<file path="src/sv/mrd_pkg.sv">
// Shared types, constants and the CRC step function for the meter reply deframer.
package mrd_pkg;

  // Frame layout of the meter reply.
  localparam int unsigned ReplyLength  = 25;
  localparam int unsigned PayloadFirst = 3;
  localparam int unsigned PayloadDepth = ReplyLength - PayloadFirst - 2;
  localparam int unsigned CrcLowPos    = ReplyLength - 2;
  localparam int unsigned CrcHighPos   = ReplyLength - 1;
  localparam int unsigned CountW       = $clog2(ReplyLength + 1);
  localparam int unsigned PayloadIdxW  = $clog2(PayloadDepth);

  // CRC-16/MODBUS: reflected polynomial, all-ones start, no final xor.
  localparam logic [15:0] CrcInit = 16'hFFFF;
  localparam logic [15:0] CrcPoly = 16'hA001;

  // Reset value of the comms alarm code register.
  localparam logic [15:0] CommsAlarmReset = 16'd206;

  // Item commands.
  localparam logic CMD_BYTE = 1'b0;
  localparam logic CMD_EOF  = 1'b1;

  // One input item.
  typedef struct packed {
    logic       cmd;
    logic [7:0] rx_byte;
  } item_t;

  // One result item.
  typedef struct packed {
    logic        frame_ok;
    logic [15:0] voltage_raw;
    logic [31:0] current_raw;
    logic [31:0] power_raw;
    logic [31:0] energy_raw;
    logic [15:0] frequency_raw;
    logic [15:0] power_factor_raw;
    logic [15:0] alarm_word;
  } result_t;

  // One byte of CRC-16/MODBUS, eight bit steps on a 16-bit value.
  function automatic logic [15:0] crc_update(input logic [15:0] crc, input logic [7:0] b);
    logic [15:0] c;
    c = crc ^ {8'h00, b};
    for (int k = 0; k < 8; k++) begin
      c = c[0] ? ((c >> 1) ^ CrcPoly) : (c >> 1);
    end
    return c;
  endfunction

endpackage

</file>
<file path="src/sv/mrd_in_stage.sv">
// Input register stage: holds one accepted item until the frame engine takes it.
module mrd_in_stage (
  input  logic           clk_i,
  input  logic           rst_ni,
  input  logic           in_valid_i,
  output logic           in_stall_o,
  input  mrd_pkg::item_t item_i,
  input  logic           advance_i,
  output logic           valid_o,
  output mrd_pkg::item_t item_o
);

  logic           valid_q, valid_d;
  mrd_pkg::item_t item_q;
  logic           load;

  // The register frees up in the same cycle that the engine takes its item.
  assign in_stall_o = valid_q && !advance_i;
  assign load       = in_valid_i && !in_stall_o;

  always_comb begin
    valid_d = valid_q;
    if (load) begin
      valid_d = 1'b1;
    end else if (advance_i) begin
      valid_d = 1'b0;
    end
  end

  always_ff @(posedge clk_i or negedge rst_ni) begin
    if (!rst_ni) begin
      valid_q <= 1'b0;
    end else begin
      valid_q <= valid_d;
    end
  end

  // Payload register, no reset needed.
  always_ff @(posedge clk_i) begin
    if (load) begin
      item_q <= item_i;
    end
  end

  assign valid_o = valid_q;
  assign item_o  = item_q;

endmodule

</file>
<file path="src/sv/mrd_frame_engine.sv">
// Frame engine: byte counting, CRC, payload capture and result formation.
module mrd_frame_engine (
  input  logic             clk_i,
  input  logic             rst_ni,
  input  logic             valid_i,
  input  mrd_pkg::item_t   item_i,
  input  logic             out_ready_i,
  input  logic [15:0]      comms_alarm_i,
  output logic             advance_o,
  output logic             res_valid_o,
  output mrd_pkg::result_t result_o
);

  logic [mrd_pkg::CountW-1:0]      count_q, count_d;
  logic [15:0]                     crc_q, crc_d;
  logic [7:0]                      crc_low_q, crc_low_d;
  logic                            match_q, match_d;
  logic [7:0]                      payload_q [mrd_pkg::PayloadDepth];
  logic                            is_eof;
  logic                            byte_fire;
  logic                            pay_we;
  logic [mrd_pkg::CountW-1:0]      pay_off;
  logic [mrd_pkg::PayloadIdxW-1:0] pay_idx;
  logic                            frame_ok;

  // A byte item never waits; an end-of-frame item waits for the output register.
  assign is_eof      = (item_i.cmd == mrd_pkg::CMD_EOF);
  assign advance_o   = valid_i && (!is_eof || out_ready_i);
  assign res_valid_o = advance_o && is_eof;
  assign byte_fire   = advance_o && !is_eof &&
                       (count_q < mrd_pkg::CountW'(mrd_pkg::ReplyLength));

  // Payload slot for the current byte.
  assign pay_off = count_q - mrd_pkg::CountW'(mrd_pkg::PayloadFirst);
  assign pay_idx = pay_off[mrd_pkg::PayloadIdxW-1:0];
  assign pay_we  = byte_fire &&
                   (count_q >= mrd_pkg::CountW'(mrd_pkg::PayloadFirst)) &&
                   (count_q <  mrd_pkg::CountW'(mrd_pkg::CrcLowPos));

  // Next frame state.
  always_comb begin
    count_d   = count_q;
    crc_d     = crc_q;
    crc_low_d = crc_low_q;
    match_d   = match_q;
    if (res_valid_o) begin
      count_d   = '0;
      crc_d     = mrd_pkg::CrcInit;
      crc_low_d = '0;
      match_d   = 1'b0;
    end else if (byte_fire) begin
      if (count_q < mrd_pkg::CountW'(mrd_pkg::CrcLowPos)) begin
        crc_d = mrd_pkg::crc_update(crc_q, item_i.rx_byte);
      end
      if (count_q == mrd_pkg::CountW'(mrd_pkg::CrcLowPos)) begin
        crc_low_d = item_i.rx_byte;
      end
      if (count_q == mrd_pkg::CountW'(mrd_pkg::CrcHighPos)) begin
        match_d = ({item_i.rx_byte, crc_low_q} == crc_q);
      end
      count_d = count_q + 1'b1;
    end
  end

  always_ff @(posedge clk_i or negedge rst_ni) begin
    if (!rst_ni) begin
      count_q   <= '0;
      crc_q     <= mrd_pkg::CrcInit;
      crc_low_q <= '0;
      match_q   <= 1'b0;
    end else begin
      count_q   <= count_d;
      crc_q     <= crc_d;
      crc_low_q <= crc_low_d;
      match_q   <= match_d;
    end
  end

  // Payload bytes, kept across frames.
  always_ff @(posedge clk_i) begin
    if (pay_we) begin
      payload_q[pay_idx] <= item_i.rx_byte;
    end
  end

  // Result fields; 32-bit values arrive low word first, each word big-endian.
  assign frame_ok = (count_q == mrd_pkg::CountW'(mrd_pkg::ReplyLength)) && match_q;

  always_comb begin
    result_o = '0;
    if (frame_ok) begin
      result_o.frame_ok         = 1'b1;
      result_o.voltage_raw      = {payload_q[0], payload_q[1]};
      result_o.current_raw      = {payload_q[4], payload_q[5], payload_q[2], payload_q[3]};
      result_o.power_raw        = {payload_q[8], payload_q[9], payload_q[6], payload_q[7]};
      result_o.energy_raw       = {payload_q[12], payload_q[13],
                                   payload_q[10], payload_q[11]};
      result_o.frequency_raw    = {payload_q[14], payload_q[15]};
      result_o.power_factor_raw = {payload_q[16], payload_q[17]};
      result_o.alarm_word       = {payload_q[18], payload_q[19]};
    end else begin
      result_o.alarm_word = comms_alarm_i;
    end
  end

endmodule

</file>
<file path="src/sv/mrd_out_stage.sv">
// Output register stage: holds one result item until downstream takes it.
module mrd_out_stage (
  input  logic             clk_i,
  input  logic             rst_ni,
  input  logic             load_i,
  input  mrd_pkg::result_t result_i,
  output logic             ready_o,
  output logic             out_valid_o,
  input  logic             out_stall_i,
  output mrd_pkg::result_t result_o
);

  logic             valid_q, valid_d;
  mrd_pkg::result_t result_q;

  // Room for a new result when empty or when the held one leaves this cycle.
  assign ready_o = !valid_q || !out_stall_i;

  always_comb begin
    valid_d = valid_q;
    if (load_i) begin
      valid_d = 1'b1;
    end else if (valid_q && !out_stall_i) begin
      valid_d = 1'b0;
    end
  end

  always_ff @(posedge clk_i or negedge rst_ni) begin
    if (!rst_ni) begin
      valid_q <= 1'b0;
    end else begin
      valid_q <= valid_d;
    end
  end

  always_ff @(posedge clk_i) begin
    if (load_i) begin
      result_q <= result_i;
    end
  end

  assign out_valid_o = valid_q;
  assign result_o    = result_q;

endmodule

</file>
<file path="src/sv/meter_reply_deframer_crc_core.sv">
// Top level of the meter reply deframer with CRC-16/MODBUS check.
//
// Takes the bytes of a 25-byte meter reply one item per clock, save while the
// input stalls, and, on an end-of-frame item, delivers one result item with the
// raw measurement fields when exactly 25 bytes arrived (extra bytes are ignored)
// and the CRC over the first 23 bytes matches, or otherwise the comms alarm code
// with zero values. A new item is accepted whenever the input does not stall; an
// item is held in the input register and is worked in a single pass from there
// into the output register, which holds the result until it is taken. Input
// stall rises only while an end-of-frame item waits for a stalled output
// register. The alarm code register is written through its own port, which is
// always ready.
module meter_reply_deframer_crc_core (
  input  logic        clk_i,
  input  logic        rst_ni,
  // Configuration write
  input  logic        cfg_valid_i,
  output logic        cfg_ready_o,
  input  logic [15:0] cfg_data_i,
  // Input items
  input  logic        in_valid_i,
  output logic        in_stall_o,
  input  logic        cmd_i,
  input  logic [7:0]  rx_byte_i,
  // Result items
  output logic        out_valid_o,
  input  logic        out_stall_i,
  output logic        frame_ok_o,
  output logic [15:0] voltage_raw_o,
  output logic [31:0] current_raw_o,
  output logic [31:0] power_raw_o,
  output logic [31:0] energy_raw_o,
  output logic [15:0] frequency_raw_o,
  output logic [15:0] power_factor_raw_o,
  output logic [15:0] alarm_word_o
);

  logic [15:0]      alarm_code_q;
  mrd_pkg::item_t   in_item;
  mrd_pkg::item_t   eng_item;
  logic             eng_valid;
  logic             advance;
  logic             res_valid;
  logic             out_ready;
  mrd_pkg::result_t eng_result;
  mrd_pkg::result_t out_result;

  // Comms alarm code register.
  assign cfg_ready_o = 1'b1;

  always_ff @(posedge clk_i or negedge rst_ni) begin
    if (!rst_ni) begin
      alarm_code_q <= mrd_pkg::CommsAlarmReset;
    end else if (cfg_valid_i && cfg_ready_o) begin
      alarm_code_q <= cfg_data_i;
    end
  end

  assign in_item.cmd     = cmd_i;
  assign in_item.rx_byte = rx_byte_i;

  mrd_in_stage u_in_stage (
    .clk_i      (clk_i),
    .rst_ni     (rst_ni),
    .in_valid_i (in_valid_i),
    .in_stall_o (in_stall_o),
    .item_i     (in_item),
    .advance_i  (advance),
    .valid_o    (eng_valid),
    .item_o     (eng_item)
  );

  mrd_frame_engine u_frame_engine (
    .clk_i         (clk_i),
    .rst_ni        (rst_ni),
    .valid_i       (eng_valid),
    .item_i        (eng_item),
    .out_ready_i   (out_ready),
    .comms_alarm_i (alarm_code_q),
    .advance_o     (advance),
    .res_valid_o   (res_valid),
    .result_o      (eng_result)
  );

  mrd_out_stage u_out_stage (
    .clk_i       (clk_i),
    .rst_ni      (rst_ni),
    .load_i      (res_valid),
    .result_i    (eng_result),
    .ready_o     (out_ready),
    .out_valid_o (out_valid_o),
    .out_stall_i (out_stall_i),
    .result_o    (out_result)
  );

  // Result fields onto their ports.
  assign frame_ok_o         = out_result.frame_ok;
  assign voltage_raw_o      = out_result.voltage_raw;
  assign current_raw_o      = out_result.current_raw;
  assign power_raw_o        = out_result.power_raw;
  assign energy_raw_o       = out_result.energy_raw;
  assign frequency_raw_o    = out_result.frequency_raw;
  assign power_factor_raw_o = out_result.power_factor_raw;
  assign alarm_word_o       = out_result.alarm_word;

endmodule

</file>
<file path="config.mk">
export PLATFORM = sky130hd
export DESIGN_NAME = meter_reply_deframer_crc_core
export DESIGN_NICKNAME = d
export VERILOG_FILES = /design/src/sv/mrd_pkg.sv /design/src/sv/mrd_in_stage.sv /design/src/sv/mrd_frame_engine.sv /design/src/sv/mrd_out_stage.sv /design/src/sv/meter_reply_deframer_crc_core.sv
export SDC_FILE = /design/constraint.sdc
export NUM_CORES = 1
export LEC_CHECK = 0
export BUFFER_PORTS_ARGS = -buffer_cell sky130_fd_sc_hd__buf_2
export CORE_AREA = 5 5 205 207
export DETAILED_ROUTE_END_ITERATION = 16
export DIE_AREA = 0 0 210 212
export GPL_ROUTABILITY_DRIVEN = 0
export HOLD_SLACK_MARGIN = 0.12
export PLACE_DENSITY_LB_ADDON = 0.05
export SLEW_MARGIN = 25
export SYNTH_ARGS = -nofsm -noshare
export SYNTH_HDL_FRONTEND = slang
export SYNTH_HIERARCHICAL = 1
export SYNTH_SLANG_ARGS = --single-unit
</file>
<file path="constraint.sdc">
create_clock -name clk_i -period 8.5 [get_ports clk_i]
set_clock_uncertainty 0.2 [all_clocks]
set_input_delay 1.7 -clock clk_i [delete_from_list [all_inputs] [get_ports clk_i]]
set_output_delay 1.7 -clock clk_i [all_outputs]
set_load 0.02 [all_outputs]
</file>
==> insert_results.sql <==
INSERT INTO impl_metrics (metric_group, metric, value, unit) VALUES
('global_route', 'grt_usage', '0.140', ''),
('place', 'dp.cells', '1478', ''),
('place', 'place_hpwl', '17.9', 'mm'),
('detailed_routing', 'drtIter0Drc', '285', ''),
('global_route', 'number_of_global_route_vias_before_repair', '7057', ''),
('floorplan', 'core_region_area', '40200', 'sq um'),
('critical_path', 'cp_data_arrival_time', '2.44', 'ns'),
('timing', 'finalCritPeriodShare', '0.510', ''),
('detailed_routing', 'finalWirelength', '31.4', 'mm'),
('global_route', 'grt.overflow.total', '0', ''),
('synthesis', 'avgSynthCellArea', '17.8', 'sq um'),
('timing', 'max_freq', '0.231', 'GHz'),
('power_and_ir_drop', 'power_density', '266', 'nW/um^2'),
('synthesis', 'synth_edf_count', '330', ''),
('clock_network', 'clock_tree.root_cell', 'sky130_fd_sc_hd__clkbuf_16', ''),
('power_and_ir_drop', 'ir_drop', '0.105', 'mV'),
('global_route', 'grt_first_pass_wirelength', '46.5', 'mm'),
('critical_path', 'critical_path.max_fanout', '3', ''),
('power_and_ir_drop', 'power_report.internal_total', '3.36', 'mW'),
('synthesis', 'async_flop_share', '0.127', ''),
('cells_and_area', 'design.final.nets', '1025', ''),
('power_and_ir_drop', 'clkPwrFrac', '0.383', ''),
('synthesis', 'synth_instances', '775', ''),
('power_and_ir_drop', 'total_power', '4.44', 'mW'),
('critical_path', 'timing_worst_setup_path_type', 'in -> out', ''),
('place', 'place_worst_setup_slack', '4.19', 'ns'),
('detailed_routing', 'avgRoutedWirePerCell', '20.2', 'um'),
('job', 'timing.max_cap.violations', '0', ''),
('clock_network', 'worst_setup_hold_path_clk_slew', '0.06', 'ns'),
('detailed_routing', 'dr_pass1_iterations', '4', ''),
('floorplan', 'floorplan.rows', '74', ''),
('critical_path', 'critPathRequiredTime', '6.60', 'ns'),
('synthesis', 'ys_seq_area_frac', '0.808', ''),
('synthesis', 'synth_cell_types', '41', ''),
('place', 'port-buffer-count', '192', ''),
('power_and_ir_drop', 'switching_share', '0.242', ''),
('floorplan', 'initial_core_util', '0.343', ''),
('clock_network', 'cts_tree', 'done', ''),
('clock_network', 'holdBufCountCts', '0', ''),
('detailed_routing', 'drtAntennaViolNets', '0', ''),
('timing', 'fin_setup_tns', '0', 'ns'),
('global_route', 'antenna_found_initial', '0', ''),
('clock_network', 'cts-root-to-sink-buffers', '3', ''),
('worst_hold_path', 'hold_path.class', 'reg -> reg', ''),
('clock_network', 'htree_num_levels', '2', ''),
('cells_and_area', 'layoutNonFillerInstCount', '1552', ''),
('timing', 'timing.max_slew.rel_slack', '0.385', ''),
('synthesis', 'combined_area_of_all_synthesized_cells', '13800', 'sq um'),
('clock_network', 'clk_latency', '0.55', 'ns'),
('global_route', 'grt_max_degree', '185', ''),
('timing', 'finalHoldViolCount', '0', ''),
('timing', 'layout_min_cycle_time', '4.34', 'ns'),
('timing', 'setup-violations-final', '0', ''),
('clock_network', 'cts_resized', '0', ''),
('timing', 'final_critical_path_setup_slack', '4.16', 'ns'),
('critical_path', 'crit_path_start_kind', 'input port', ''),
('clock_network', 'number_of_clock_buffers_inserted_by_tritoncts', '42', ''),
('synthesis', 'synth_flop_cell', 'sky130_fd_sc_hd__edfxtp_1', ''),
('clock_network', 'setup_fix_bufs_post_cts', '0', ''),
('power_and_ir_drop', 'p_switching', '1.08', 'mW'),
('cells_and_area', 'diodes', '0', ''),
('synthesis', 'synth.net_count', '809', ''),
('power_and_ir_drop', 'p_leak', '6.16', 'nW'),
('timing', 'grt_setup_unrepaired', 'false', ''),
('detailed_routing', 'detailroute.via_count', '6831', ''),
('cells_and_area', 'post_route_cells_drive_above_1_share', '0.313', ''),
('cells_and_area', 'areaGrowthSynthToFinish', '20.9', '%'),
('detailed_routing', 'avgViaCountPerCell', '4.40', ''),
('status', 'status', 'finished clean', ''),
('synthesis', 'yosys_warnings', '6', ''),
('clock_network', 'tritoncts_num_sinks', '378', ''),
('power_and_ir_drop', 'comb_power_share', '0.114', ''),
('critical_path', 'critical_path.endpoint_type', 'output port', ''),
('timing', 'maxSlewViolCount', '0', ''),
('floorplan', 'die_h', '212', 'um'),
('floorplan', 'dieWidth', '210', 'um'),
('timing', 'worst-slew-pin-transition', '0.917', 'ns'),
('detailed_routing', 'drt_drc_violations_left', '0', ''),
('floorplan', 'die_area', '44500', 'sq um'),
('power_and_ir_drop', 'seqPwrFrac', '0.504', ''),
('synthesis', 'synth_seq_cells', '378', ''),
('floorplan', 'ioPinCount', '194', '');
## state kept, by name (all words and copies together) (netlist names)
name and flops:
u_out_stage/result_o 161, u_frame_engine/payload_q 160, alarm_code_q 16, u_frame_engine/crc_q 16, u_in_stage/item_o 9, u_frame_engine/crc_low_q 8, u_frame_engine/count_q 5, u_frame_engine/match_q 1
u_in_stage/valid_o 1, u_out_stage/out_valid_o 1
## layer usage
layer / wire length, um / track usage / vias to the layer above / part of all wire
met3: 1350 / 0.0291 / 42 / 0.043
met4: 639 / 0.0475 / 0 / 0.020
li1: - / - / 3217 / -
met5: 0 / 0 / - / 0
met1: 14100 / 0.189 / 3426 / 0.45
met2: 15300 / 0.228 / 146 / 0.49
## worst max-delay path, cell delays in order
cell	delay, ns
sky130_fd_sc_hd__buf_2	0.10
sky130_fd_sc_hd__nand2_1	0.07
sky130_fd_sc_hd__inv_1	0.04
sky130_fd_sc_hd__a21boi_0	0.18
sky130_fd_sc_hd__nand2b_4	0.16
sky130_fd_sc_hd__inv_1	0.04
sky130_fd_sc_hd__buf_2	0.15
## cells by family after synthesis
| kind of cell | count (synthesis) | share of synthesized area |
|---|---|---|
| adders and majority gates | 4 | 0.00363 |
| AOI/OAI and AO/OA | 30 | 0.0125 |
| DFF | 378 | 0.808 |
| other | 1 | 0.000272 |
| and+or+nand+nor | 242 | 0.0982 |
| buffers and inverters | 37 | 0.0127 |
| muxes | 42 | 0.0361 |
| xor gates and xnor gates | 41 | 0.0282 |
## cells in the final DEF, fill, tap and decap left out, types with 6 or more instances in the layout
cell type,Yosys,final
sky130_fd_sc_hd__o21ai_0,14,14
sky130_fd_sc_hd__clkinv_1,0,6
sky130_fd_sc_hd__and2_1,144,144
sky130_fd_sc_hd__xnor2_1,29,29
sky130_fd_sc_hd__nand2b_1,6,6
sky130_fd_sc_hd__nor2_1,40,40
sky130_fd_sc_hd__xor2_1,10,10
sky130_fd_sc_hd__clkbuf_1,24,12
sky130_fd_sc_hd__nand2_1,25,25
sky130_fd_sc_hd__dfrtp_1,27,27
sky130_fd_sc_hd__buf_4,2,11
sky130_fd_sc_hd__mux2i_1,10,10
sky130_fd_sc_hd__edfxtp_1,330,330
sky130_fd_sc_hd__nor3_1,10,10
sky130_fd_sc_hd__clkbuf_16,0,43
sky130_fd_sc_hd__dfstp_2,21,21
sky130_fd_sc_hd__buf_2,4,192
sky130_fd_sc_hd__mux2_4,10,10
sky130_fd_sc_hd__mux2_2,22,22
sky130_fd_sc_hd__a21oi_1,7,7
## stage by stage
step	hold slack (ns)	utilization	instance area (sq um)
after floorplan	0.242	-	13800
after global placement	0.257	0.382	15400
after detailed placement	0.261	0.382	15400
after CTS	0.261	0.414	16600
after global routing	0.288	0.415	16700
final	0.258	0.415	16700
## area by class of cell
| type | count | area (sq um) |
|---|---|---|
| sequential | 378 | 11100 |
| clock buffer | 59 | 1180 |
| fill | 3748 | 23500 |
| multi-input combinational | 360 | 2480 |
| timing repair buffer | 205 | 1090 |
| inverter | 4 | 15.0 |
| tap | 532 | 666 |
| clock inverter | 14 | 97.6 |
## cell usage after synthesis, types with 2 or more instances
master	instances	area share
sky130_fd_sc_hd__a211o_1	2	0.0013
sky130_fd_sc_hd__a21o_1	2	0.0011
sky130_fd_sc_hd__a21oi_1	7	0.0025
sky130_fd_sc_hd__a31oi_1	2	0.00091
sky130_fd_sc_hd__and2_1	144	0.065
sky130_fd_sc_hd__and3_1	3	0.0014
sky130_fd_sc_hd__buf_2	4	0.0015
sky130_fd_sc_hd__buf_4	2	0.0011
sky130_fd_sc_hd__clkbuf_1	24	0.0065
sky130_fd_sc_hd__dfrtp_1	27	0.049
sky130_fd_sc_hd__dfstp_2	21	0.040
sky130_fd_sc_hd__edfxtp_1	330	0.72
sky130_fd_sc_hd__ha_1	4	0.0036
sky130_fd_sc_hd__inv_1	4	0.0011
sky130_fd_sc_hd__mux2_2	22	0.018
sky130_fd_sc_hd__mux2_4	10	0.011
sky130_fd_sc_hd__mux2i_1	10	0.0073
sky130_fd_sc_hd__nand2_1	25	0.0068
sky130_fd_sc_hd__nand2b_1	6	0.0027
sky130_fd_sc_hd__nand3_1	2	0.00073
sky130_fd_sc_hd__nand3b_1	2	0.0011
sky130_fd_sc_hd__nand4_1	5	0.0023
sky130_fd_sc_hd__nor2_1	40	0.011
sky130_fd_sc_hd__nor3_1	10	0.0036
sky130_fd_sc_hd__o21ai_0	14	0.0051
sky130_fd_sc_hd__xnor2_1	29	0.018
sky130_fd_sc_hd__xor2_1	10	0.0064
## power by group through the flow
stage          logic, mW  clock network (mW)  registers [mW]
5_1_grt            0.553                1.84            2.25
4_1_cts            0.515                1.77            2.24
6_report           0.505                1.70            2.24
2_1_floorplan      0.294                   0            2.33
3_3_place_gp       0.511                   0            2.28
3_5_place_dp       0.512                   0            2.28
## worst paths after layout
kind                                          start                               to  slack (ns)  depth (start not counted)
hold / removal             u_frame_engine/crc_q[12]          u_frame_engine/crc_q[4]        0.26                          2
max in group asynchronous                    rst_ni        u_frame_engine/count_q[1]        6.55                          2
setup reg to reg                 u_in_stage/valid_o  u_frame_engine/payload_q[19][2]        5.06                          5
hold reg to reg            u_frame_engine/crc_q[12]          u_frame_engine/crc_q[4]        0.26                          2
setup / recovery                        out_stall_i                       in_stall_o        4.16                          7
min in group asynchronous                    rst_ni                  alarm_code_q[9]        1.07                          2
Note: power is estimated with default switching activity, not from simulation.
